--- src/rtl/core/bced_pkg.sv ---
package bced_pkg;

    localparam int MAX_LINE_DEF = 256;

    localparam int THRESH_W = 8;
    localparam int WIDTH_W  = 9;
    localparam int CFG_W    = 9;
    localparam int PIX_W    = 8;

    localparam logic [THRESH_W-1:0] THRESHOLD_RST  = 8'd127;
    localparam logic [WIDTH_W-1:0]  LINE_WIDTH_RST = 9'd256;

    localparam logic [PIX_W-1:0] PIX_WHITE = 8'd255;
    localparam logic [PIX_W-1:0] PIX_BLACK = 8'd0;

    // configuration register indexes
    localparam logic REG_THRESHOLD  = 1'b0;
    localparam logic REG_LINE_WIDTH = 1'b1;

    // input beat kinds
    localparam logic ACT_PIXEL = 1'b0;
    localparam logic ACT_FLUSH = 1'b1;

    typedef struct packed {
        logic                action;
        logic [PIX_W-1:0]    gray_in;
    } bced_in_t;

    typedef struct packed {
        logic [PIX_W-1:0]    edge_pixel;
        logic                frame_done;
    } bced_out_t;

    // control bits that travel with a beat down the cell chain
    typedef struct packed {
        logic wr;        // write the incoming-row bit at the beat's column
        logic emit;      // beat yields a result
        logic interior;  // cross test instead of border pass-through
        logic bank;      // bank select at acceptance
        logic down;      // thresholded pixel
        logic done;      // final pixel of the frame
    } bced_tok_t;

    // neighborhood bits gathered on the way through the chain
    typedef struct packed {
        logic left;
        logic center;
        logic right;
        logic up;
    } bced_nbr_t;

endpackage

--- src/rtl/core/bced_cell.sv ---
module bced_cell #(
    parameter int MAX_LINE = bced_pkg::MAX_LINE_DEF,
    parameter int INDEX    = 0
) (
    input  logic                         aclk,
    input  logic                         aresetn,
    input  logic                         adv_i,
    input  logic                         tok_valid_i,
    input  bced_pkg::bced_tok_t          tok_i,
    input  logic [$clog2(MAX_LINE)-1:0]  addr_i,
    input  bced_pkg::bced_nbr_t          nbr_i,
    output logic                         tok_valid_o,
    output bced_pkg::bced_tok_t          tok_o,
    output logic [$clog2(MAX_LINE)-1:0]  addr_o,
    output bced_pkg::bced_nbr_t          nbr_o
);

    localparam int AW = $clog2(MAX_LINE);
    localparam bit HAS_NEXT = (INDEX + 1 < MAX_LINE);
    localparam bit HAS_PREV = (INDEX > 0);

    logic                a_reg;
    logic                b_reg;
    logic                tok_valid_reg;
    bced_pkg::bced_tok_t tok_reg;
    logic [AW-1:0]       addr_reg;
    bced_pkg::bced_nbr_t nbr_reg;
    bced_pkg::bced_nbr_t nbr_next;

    logic hit;
    logic hit_as_left;
    logic hit_as_right;
    logic mid_bit;
    logic inc_bit;

    always_comb begin
        hit          = tok_valid_i && (addr_i == AW'(INDEX));
        hit_as_left  = HAS_NEXT && tok_valid_i && (addr_i == AW'(INDEX + 1));
        hit_as_right = HAS_PREV && tok_valid_i && (addr_i == AW'(INDEX - 1));
        mid_bit      = tok_i.bank ? a_reg : b_reg;
        inc_bit      = tok_i.bank ? b_reg : a_reg;
        nbr_next     = nbr_i;
        if (hit) begin
            nbr_next.center = mid_bit;
            nbr_next.up     = inc_bit;
        end
        if (hit_as_left) begin
            nbr_next.left = mid_bit;
        end
        if (hit_as_right) begin
            nbr_next.right = mid_bit;
        end
    end

    always_ff @(posedge aclk) begin
        if (!aresetn) begin
            tok_valid_reg <= 1'b0;
        end else if (adv_i) begin
            tok_valid_reg <= tok_valid_i;
        end
    end

    always_ff @(posedge aclk) begin
        if (adv_i) begin
            tok_reg  <= tok_i;
            addr_reg <= addr_i;
            nbr_reg  <= nbr_next;
            if (hit && tok_i.wr) begin
                if (tok_i.bank) begin
                    b_reg <= tok_i.down;
                end else begin
                    a_reg <= tok_i.down;
                end
            end
        end
    end

    assign tok_valid_o = tok_valid_reg;
    assign tok_o       = tok_reg;
    assign addr_o      = addr_reg;
    assign nbr_o       = nbr_reg;

endmodule

--- config.mk ---
export PLATFORM = sky130hd
export DESIGN_NAME = bced_cell
export DESIGN_NICKNAME = d
export VERILOG_FILES = /design/src/rtl/core/bced_pkg.sv /design/src/rtl/core/bced_cell.sv
export SDC_FILE = /design/constraint.sdc
export NUM_CORES = 1
export LEC_CHECK = 0
export BUFFER_PORTS_ARGS = -buffer_cell sky130_fd_sc_hd__buf_2
export CORE_MARGIN = 2
export CORE_UTILIZATION = 45
export DETAILED_ROUTE_END_ITERATION = 16
export PLACE_DENSITY = 0.85
export SLEW_MARGIN = 40
export SYNTH_ARGS = -nofsm -noshare
export SYNTH_HDL_FRONTEND = slang
export SYNTH_SLANG_ARGS = --single-unit
--- constraint.sdc ---
create_clock -name aclk -period 2.42 [get_ports aclk]
set_clock_uncertainty 0.1 [all_clocks]
set_input_delay 0.121 -clock aclk [delete_from_list [all_inputs] [get_ports aclk]]
set_output_delay 0.121 -clock aclk [all_outputs]
set_load 0.1 [all_outputs]
==> impl_metrics.env <==
export IMPL_status="completed"
export IMPL_crit_required_ns=2.38
export IMPL_finalHoldViolations=0
export IMPL_worstMarginPinSlew_ns=0.500
export IMPL_drtPass1Iterations=4
export IMPL_synth_commonest_cells="20 x edfxtp_1, 5 x mux2_2"
export IMPL_cap_viol_max_count=0
export IMPL_largest_register_ffs=8
export IMPL_crit_start="addr_i[1]"
export IMPL_synth_area_um2=761
export IMPL_instances_no_fill=112
export IMPL_cts_sinks=21
export IMPL_synth_warnings=0
export IMPL_period_minus_slack_ns=1.98
export IMPL_rsz0062_at_grt="no"
export IMPL_yosysUniqueCellTypes=12
export IMPL_critical_path_buf_inv_count=2
export IMPL_post_cts_buffers=0
export IMPL_min_from="nbr_i[0]"
export IMPL_start_kind="primary input"
export IMPL_fin_nets=119
export IMPL_ys_seq_area_frac=0.816
export IMPL_grt_max_degree=22
export IMPL_cts_clk_slew_worst_paths_ns=0.10
export IMPL_synth_ff_type="edfxtp_1"
export IMPL_htree_levels=1
export IMPL_reg2reg_from="b_reg"
export IMPL_yosys_area_top_type="edfxtp_1"
export IMPL_antenna_left=0
export IMPL_synth_nets=57
export IMPL_num_antenna_cells=0
export IMPL_drc_errors=0
export IMPL_placed_cells=91
export IMPL_totalPowerFinal_uw=856
export IMPL_wl_per_cell_um=14.3
export IMPL_relSlewSlack=0.669
export IMPL_yosysMostFrequentCell="edfxtp_1"
export IMPL_cp_data_arrival_time_ns=1.94
export IMPL_cts_max_path_buffers=2
export IMPL_power_density_nw_per_um2=727
export IMPL_path_max_fanout=4
export IMPL_place_area_um2=981
export IMPL_cts_made_buffers=3
export IMPL_leakage_uw=0.000502
export IMPL_multi_input_area_um2=136
export IMPL_grt_pass1_wl_mm=2.33
export IMPL_synth_top_cell_area_share=0.789
export IMPL_cts_root_buf="clkbuf_4"
export IMPL_synthToLayoutAreaGrowth_pct=54.8
export IMPL_fmax_ghz=0.506
export IMPL_cts_tree="built"
export IMPL_synthCells=35
export IMPL_die_area_um2=2040
export IMPL_via_per_inst=4.98
export IMPL_cpPeakStageDelay_ns=0.59
export IMPL_die_x_um=45.1
export IMPL_portBuffers=40
export IMPL_io_pins=41
export IMPL_num_vias=558
export IMPL_path_delay_family="simple AND/OR/NAND/NOR gates"
export IMPL_period_share=0.817
export IMPL_die_h_um=45.1
export IMPL_coreArea_um2=1540
export IMPL_finalMaxSlewViolations=0
export IMPL_hpwl_um=958
export IMPL_setup_violations_final=0
export IMPL_final_area_um2=1180
export IMPL_grt_overflow=0
export IMPL_synth_edf_count=20
export IMPL_cp_end_kind="flop"
export IMPL_hp_class="primary input to flop"
export IMPL_crit_type="primary input to flop"
export IMPL_vdd_drop_max_uv=424
export IMPL_finalWirelength_mm=1.60
export IMPL_tns_ns=0
export IMPL_initial_core_util=0.494
export IMPL_slowest_stage="or4b_1"
export IMPL_synth_ff_latch_count=21
export IMPL_antenna_found_initial=0
export IMPL_regArea_um2=621
export IMPL_nFillCells=106
export IMPL_gp_congestion=0.644
export IMPL_async_reset_ff_frac=0
export IMPL_rows=14
export IMPL_grt_usage=0.177
export IMPL_drive_above_1_share=0.542
export IMPL_initialDrtViolationCount=6
export IMPL_clk_insertion_delay_late_ns=0.30
export IMPL_crit_chain="dlygate4sd3_1 > buf_2 > or4b_1 > nor3_4 > mux2_2"
export IMPL_grt_pass1_vias=532
export IMPL_hold_ws_ns=0.0242
export IMPL_netlist_top_cells_area="edfxtp_1 79%, mux2_2 7.4%, dfxtp_1 2.6%"
export IMPL_synth_avg_cell_area_um2=21.7
==> power by group <==
part / leakage [uW] / internal, uW / switching (uW)
clock: 0.0000150 / 64.2 / 97.6
sequential: 0.000202 / 425 / 5.25
combinational: 0.000284 / 51.4 / 212
==> cell type report <==
cell class	count	share of cell area
clock buffers	4	0.0223
inverters	1	0.00319
flip-flops and latches	21	0.527
repair buffers	57	0.315
well taps	16	0.0170
multi-input cells	13	0.116
==> routing by layer <==
metal	share of wire	GRT usage
met5	0	0
met4	0.034	0.112
met3	0.066	0.0480
met2	0.54	0.317
met1	0.36	0.177
==> final timing paths <==
| check | endpoint | slack, ns | cells past startpoint |
|---|---|---|---|
| worst max-delay path | nbr_o[2] | 0.44 | 5 |
| worst min-delay path | nbr_o[0] | 0.02 | 2 |
| worst max register to register | nbr_o[2] | 1.13 | 2 |
| worst min register to register | nbr_o[0] | 0.63 | 2 |
==> placed cells by master (no fill, tap or decap), types with 3 or more instances in the layout <==
cell type / count
mux2_2: 5
edfxtp_1: 20
clkbuf_4: 3
dlygate4sd3_1: 17
buf_2: 40
==> metrics by stage <==
stage,util,setup WS [ns]
floorplan,-,0.851
global placement,0.636,0.701
detailed placement,0.636,0.687
CTS,0.764,0.461
global route,0.764,0.419
finish,0.764,0.442
==> kinds of logic (layout without fill, tap and decap cells) <==
logic type             after synthesis  in the layout  synth area share
multiplexers                         6              6            0.0872
buffers and inverters                1             62           0.00493
flip-flops                          21             21             0.816
AND/OR/NAND/NOR                      7              7            0.0921
==> what timing repair did <==
item / in CTS / in global routing
hold endpoints to repair: 18 / 0
endpoints found under the setup margin: 0 / 0
hold buffers: 17 / 0
gates resized for setup: 0 / 0
No activity file was read; power rests on OpenSTA's default activity.
