File: config.mk
export PLATFORM = sky130hd
export DESIGN_NAME = bced_ctrl
export DESIGN_NICKNAME = d
export VERILOG_FILES = /design/src/rtl/core/bced_pkg.sv /design/src/rtl/core/bced_ctrl.sv
export SDC_FILE = /design/constraint.sdc
export NUM_CORES = 1
export LEC_CHECK = 0
export BUFFER_PORTS_ARGS = -buffer_cell sky130_fd_sc_hd__buf_4
export CORE_ASPECT_RATIO = 1.75
export CORE_MARGIN = 5
export CORE_UTILIZATION = 30
export CTS_CLUSTER_DIAMETER = 200
export CTS_CLUSTER_SIZE = 25
export DETAILED_ROUTE_END_ITERATION = 12
export GPL_TIMING_DRIVEN = 0
export PLACE_DENSITY = 0.59
export SETUP_SLACK_MARGIN = 0.5
export SYNTH_ARGS = -nofsm -noshare
export SYNTH_HDL_FRONTEND = slang
export SYNTH_SLANG_ARGS = --single-unit
export TNS_END_PERCENT = 10
File: constraint.sdc
create_clock -name aclk -period 3.7 [get_ports aclk]
set_clock_uncertainty 0.2 [all_clocks]
set_input_delay 0.74 -clock aclk [delete_from_list [all_inputs] [get_ports aclk]]
set_output_delay 0.74 -clock aclk [all_outputs]
set_load 0.01 [all_outputs]
File: src/rtl/core/bced_pkg.sv
package bced_pkg;

    localparam int MAX_LINE_DEF = 256;

    localparam int THRESH_W = 8;
    localparam int WIDTH_W  = 9;
    localparam int CFG_W    = 9;
    localparam int PIX_W    = 8;

    localparam logic [THRESH_W-1:0] THRESHOLD_RST  = 8'd127;
    localparam logic [WIDTH_W-1:0]  LINE_WIDTH_RST = 9'd256;

    localparam logic [PIX_W-1:0] PIX_WHITE = 8'd255;
    localparam logic [PIX_W-1:0] PIX_BLACK = 8'd0;

    // configuration register indexes
    localparam logic REG_THRESHOLD  = 1'b0;
    localparam logic REG_LINE_WIDTH = 1'b1;

    // input beat kinds
    localparam logic ACT_PIXEL = 1'b0;
    localparam logic ACT_FLUSH = 1'b1;

    typedef struct packed {
        logic                action;
        logic [PIX_W-1:0]    gray_in;
    } bced_in_t;

    typedef struct packed {
        logic [PIX_W-1:0]    edge_pixel;
        logic                frame_done;
    } bced_out_t;

    // control bits that travel with a beat down the cell chain
    typedef struct packed {
        logic wr;        // write the incoming-row bit at the beat's column
        logic emit;      // beat yields a result
        logic interior;  // cross test instead of border pass-through
        logic bank;      // bank select at acceptance
        logic down;      // thresholded pixel
        logic done;      // final pixel of the frame
    } bced_tok_t;

    // neighborhood bits gathered on the way through the chain
    typedef struct packed {
        logic left;
        logic center;
        logic right;
        logic up;
    } bced_nbr_t;

endpackage

File: src/rtl/core/bced_ctrl.sv
module bced_ctrl #(
    parameter int MAX_LINE = bced_pkg::MAX_LINE_DEF
) (
    input  logic                         aclk,
    input  logic                         aresetn,
    input  logic                         cfg_wr_en,
    input  logic                         cfg_index,
    input  logic [bced_pkg::CFG_W-1:0]   cfg_wdata,
    input  logic                         accept_i,
    input  bced_pkg::bced_in_t           in_i,
    output logic                         tok_valid_o,
    output bced_pkg::bced_tok_t          tok_o,
    output logic [$clog2(MAX_LINE)-1:0]  addr_o
);

    localparam int AW    = $clog2(MAX_LINE);
    localparam int CMP_W = (AW >= bced_pkg::WIDTH_W) ? AW + 1 : bced_pkg::WIDTH_W;
    localparam logic [1:0] ROWS_FULL = 2'd2;

    logic [bced_pkg::THRESH_W-1:0] threshold_reg;
    logic [bced_pkg::WIDTH_W-1:0]  line_width_reg;

    logic          bank_select_reg, bank_select_next;
    logic [AW-1:0] column_count_reg, column_count_next;
    logic [1:0]    rows_seen_reg, rows_seen_next;
    logic [AW-1:0] flush_count_reg, flush_count_next;

    logic [CMP_W-1:0] lw_ext;
    logic [CMP_W-1:0] wm1_wide;
    logic [AW-1:0]    wm1;
    logic             last_col;
    logic             last_flush;
    logic             down;

    always_ff @(posedge aclk) begin
        if (!aresetn) begin
            threshold_reg  <= bced_pkg::THRESHOLD_RST;
            line_width_reg <= bced_pkg::LINE_WIDTH_RST;
        end else if (cfg_wr_en) begin
            unique case (cfg_index)
                bced_pkg::REG_THRESHOLD:  threshold_reg  <= cfg_wdata[bced_pkg::THRESH_W-1:0];
                bced_pkg::REG_LINE_WIDTH: line_width_reg <= cfg_wdata[bced_pkg::WIDTH_W-1:0];
            endcase
        end
    end

    // clamp the width to 3..MAX_LINE, keep width minus one
    always_comb begin
        lw_ext = CMP_W'(line_width_reg);
        if (lw_ext < CMP_W'(3)) begin
            wm1_wide = CMP_W'(2);
        end else if (lw_ext > CMP_W'(MAX_LINE)) begin
            wm1_wide = CMP_W'(MAX_LINE - 1);
        end else begin
            wm1_wide = lw_ext - CMP_W'(1);
        end
        wm1        = wm1_wide[AW-1:0];
        last_col   = column_count_reg >= wm1;
        last_flush = flush_count_reg >= wm1;
        down       = in_i.gray_in > threshold_reg;
    end

    always_comb begin
        bank_select_next  = bank_select_reg;
        column_count_next = column_count_reg;
        rows_seen_next    = rows_seen_reg;
        flush_count_next  = flush_count_reg;
        tok_valid_o       = 1'b0;
        tok_o             = '0;
        addr_o            = column_count_reg;
        if (accept_i) begin
            if (in_i.action == bced_pkg::ACT_FLUSH) begin
                // drop a flush before any full row or in the middle of a row
                if (rows_seen_reg != 2'd0 && column_count_reg == '0) begin
                    tok_valid_o = 1'b1;
                    tok_o.emit  = 1'b1;
                    tok_o.bank  = bank_select_reg;
                    tok_o.done  = last_flush;
                    addr_o      = flush_count_reg;
                    if (last_flush) begin
                        bank_select_next  = 1'b0;
                        column_count_next = '0;
                        rows_seen_next    = 2'd0;
                        flush_count_next  = '0;
                    end else begin
                        flush_count_next = flush_count_reg + AW'(1);
                    end
                end
            end else if (flush_count_reg == '0) begin
                tok_valid_o    = 1'b1;
                tok_o.wr       = 1'b1;
                tok_o.emit     = (rows_seen_reg != 2'd0);
                tok_o.interior = (rows_seen_reg == ROWS_FULL) &&
                                 (column_count_reg != '0) && !last_col;
                tok_o.bank     = bank_select_reg;
                tok_o.down     = down;
                addr_o         = column_count_reg;
                if (last_col) begin
                    column_count_next = '0;
                    bank_select_next  = !bank_select_reg;
                    if (rows_seen_reg != ROWS_FULL) begin
                        rows_seen_next = rows_seen_reg + 2'd1;
                    end
                end else begin
                    column_count_next = column_count_reg + AW'(1);
                end
            end
        end
    end

    always_ff @(posedge aclk) begin
        if (!aresetn) begin
            bank_select_reg  <= 1'b0;
            column_count_reg <= '0;
            rows_seen_reg    <= 2'd0;
            flush_count_reg  <= '0;
        end else begin
            bank_select_reg  <= bank_select_next;
            column_count_reg <= column_count_next;
            rows_seen_reg    <= rows_seen_next;
            flush_count_reg  <= flush_count_next;
        end
    end

    a_rows_saturate: assert property (@(posedge aclk) disable iff (!aresetn)
        rows_seen_reg != 2'd3)
        else $error("rows_seen past saturation");

    a_flush_at_row_start: assert property (@(posedge aclk) disable iff (!aresetn)
        flush_count_reg != '0 |-> (column_count_reg == '0 && rows_seen_reg != 2'd0))
        else $error("flush in progress outside a row boundary");

    a_frame_end_clears: assert property (@(posedge aclk) disable iff (!aresetn)
        (tok_valid_o && tok_o.done) |=>
            (rows_seen_reg == 2'd0 && bank_select_reg == 1'b0 && flush_count_reg == '0))
        else $error("frame end did not return the sequencer to its start");

    a_pixel_blocked_in_flush: assert property (@(posedge aclk) disable iff (!aresetn)
        (accept_i && in_i.action == bced_pkg::ACT_PIXEL && flush_count_reg != '0)
            |-> !tok_valid_o)
        else $error("pixel beat entered the chain during flush");

endmodule

==> out/summary.txt <==
kind of start point of the critical path: register
cell leakage power: 1.47 nW
unrepaired setup endpoints after global routing: true
MaxCap Viol Count: 0
Syn Area/Cell: 8.32 um2
Std-Cell Core Area: 0.00820 mm2
routed via count: 2302
global-route wire length before repair: 10900 um
min cycle time layout: 4.02 ns
slew at the pin with the worst max-slew slack: 0.544 ns
mean routed wirelength per cell: 15.0 um
first-pass detailed-route iteration total: 4
GRT Overall Usage: 13.6%
TritonCTS Buffers: 5
die height: 131 um
Vias/cell: 5.16
fin worst setup slack: -0.319 ns
largest net degree at the start of global routing: 14
maximum count of clock buffers along a single path: 2
number of nets at the end of the flow: 408
Num Clock Sinks: 36
path category of the worst min-delay check: reg2reg
CTS Hold Buffers Added: 0
post-synthesis async set-or-reset flop share: 0%
synthesis warning total: 0
top cells by area, synth: sky130_fd_sc_hd__dfxtp_1, sky130_fd_sc_hd__ha_1, sky130_fd_sc_hd__nand2_1, sky130_fd_sc_hd__a21boi_0, sky130_fd_sc_hd__inv_1
clock latency at the later pin of the worst-skew pair: 0.29 ns
relative slew slack: 63.5%
cell count after synthesis: 300
effective utilization at floorplan: 30.4%
total inserted antenna cells: 0
number of flip-flops and latches in the synthesized netlist: 36
number of flip-flops in the largest register: 9
H-tree depth: 2
number of nets with antenna violations after detailed routing: 0
endpoint arrival time on the critical path: 3.08 ns
portion of the post-synthesis area used by sequential elements: 28.9%
row count: 44
result of the run: complete, but fails checks
Top FF cell, synth: sky130_fd_sc_hd__dfxtp_1
Die ar.: 0.0103 mm2
proportion of netlist area held by the largest area contributor: 28.9%
power per standard cell area: 318 mW/mm2
most instantiated library cell after synthesis: sky130_fd_sc_hd__nand2_1
Final setup viols: 2
cell area after synthesis: 0.00250 mm2
cells traversed along the worst timing path: or4_4 -> nor3_4 -> a21boi_4 -> o21a_1 -> ha_1 -> nand2b_4 -> a2111o_1 -> a31oi_4 -> and4_4 -> buf_6
category of the worst setup path capture point: output port
fraction of final layout cells with drive strength greater than 1: 21.8%
Area growth syn-to-layout: 28.2%
leftover overflow at the end of global routing: 0
x dimension of the die: 79.0 um
number of standard cells in the layout, taps in and fillers out: 446
Post-synth EDFFs: 0
number of antenna violations at the first check in global routing: 0
post-detail-place hpwl: 5330 um
clock tree from TritonCTS: done
detailed-route DRC error count: 0
I/O pin total: 38
top cell types by occurrence after synthesis: sky130_fd_sc_hd__nand2_1, sky130_fd_sc_hd__dfxtp_1, sky130_fd_sc_hd__ha_1, sky130_fd_sc_hd__inv_1, sky130_fd_sc_hd__nor2_1
highest ir drop seen on vdd: 0.159 mV
clock-pin slew on the worst setup and hold paths: 0.06 ns
required time of the worst setup path: 2.76 ns
longest individual stage delay on the worst path: 0.55 ns
Placed Instances: 429
period utilisation layout: 109%
final estimated routing congestion in global placement: 0.884
number of unique standard cell types used by synthesis: 48
violated checks: setup timing
root buffer cell: sky130_fd_sc_hd__clkbuf_16
largest area contributor in the netlist: sky130_fd_sc_hd__dfxtp_1
Critical Path Slowest Stage Cell: sky130_fd_sc_hd__or4_4
final setup TNS: -0.588 ns
Register-to-Register Setup Slack: 0.25 ns
post-layout utilization of the core: 39.0%
number of nets in the synthesized netlist: 355
via count of the first global-routing pass: 2285
max-slew violations: 0
power after layout: 0.00102 W
number of design-rule violations left by the first detailed-router iteration: 86
count of final hold-check violations: 0
post-detailed-routing wire length: 6690 um
count of port buffers added during placement: 37
kind of critical path: reg2out
worst-path fanout max: 7
peak clock frequency supported by timing: 0.249 GHz
-- worst max-delay path, delay by kind of cell (launching register included) --
kind | cells | cell delay [ns]
buffers and inverters | 1 | 0.10
AOI/OAI and AO/OA | 4 | 0.93
adders and majority gates | 1 | 0.27
DFF | 1 | 0.32
and+or+nand+nor | 4 | 1.20
-- layout by cell type, fill, tap and decap left out, drive strengths merged, types with 7 or more instances in the layout --
cell type,count
a21boi,12
a21o,8
a21oi,12
buf,47
clkbuf,11
dfxtp,36
ha,32
inv,24
nand2,41
nand3,11
nor2,17
o211ai,7
o21ai,15
xnor2,7
xor2,9
-- area by class of cell --
cell class / instances / area [um2]
clock inverters: 3 / 23.8
fillers: 837 / 5000
flip-flops and latches: 36 / 723
plain buffers: 7 / 37.5
inverters: 24 / 90.1
well taps: 92 / 115
multi-input cells: 233 / 1740
clock buffers: 5 / 125
repair buffers: 46 / 349
-- cell families (layout without fill, tap and decap cells) --
family,Yosys count,after routing,share of synthesized area (%)
DFF,36,36,28.9
AOI/OAI and AO/OA,77,77,21.9
xor gates and xnor gates,16,16,5.61
adders and majority gates,32,32,16.0
and+or+nand+nor,108,108,22.6
buffers and inverters,31,85,4.96
-- metrics by stage --
stage | hold WS [ns] | cell area (um2) | setup WS [ns]
after floorplan | 0.243 | 2530 | 0.185
after global placement | 0.259 | 2930 | -0.256
after detailed placement | 0.279 | 2930 | -0.281
after CTS | 0.289 | 3150 | -0.384
after global routing | 0.317 | 3200 | -0.433
final | 0.293 | 3200 | -0.319
-- final timing paths --
check                                 start  cells past startpoint                          endpoint
max          line_width_reg[3]$_SDFFE_PN0P_                     10                          tok_o[3]
min           threshold_reg[7]$_SDFFE_PN0P_                      2     threshold_reg[7]$_SDFFE_PN0P_
max reg2reg  line_width_reg[3]$_SDFFE_PN0P_                     10  column_count_reg[1]$_SDFFE_PN0P_
min reg2reg   threshold_reg[7]$_SDFFE_PN0P_                      2     threshold_reg[7]$_SDFFE_PN0P_
-- metal layers --
metal	vias up	routed length, um	global-route usage [%]	share of wire [%]
met4	0	263	6.17	3.9
met1	1049	2460	12.6	37
li1	1181	-	-	-
met3	20	269	2.54	4.0
met2	52	3700	27.9	55
met5	-	0	0	0
-- report_power, final --
group	internal [W]	leakage, nW	switching (W)
Sequential	0.000399	0.294	0.00000859
Combinational	0.0000846	1.11	0.0000984
Clock	0.000250	0.0660	0.000178
Total	0.000734	1.47	0.000285
-- timing repair --
action | CTS | global route
pin swaps | 10 | 13
endpoints found under the setup margin | 27 | 23
endpoints found under the hold margin | 0 | 0
resized for setup | 9 | 12
setup buffers | 7 | 2
Power figures use the tool's default switching activity.
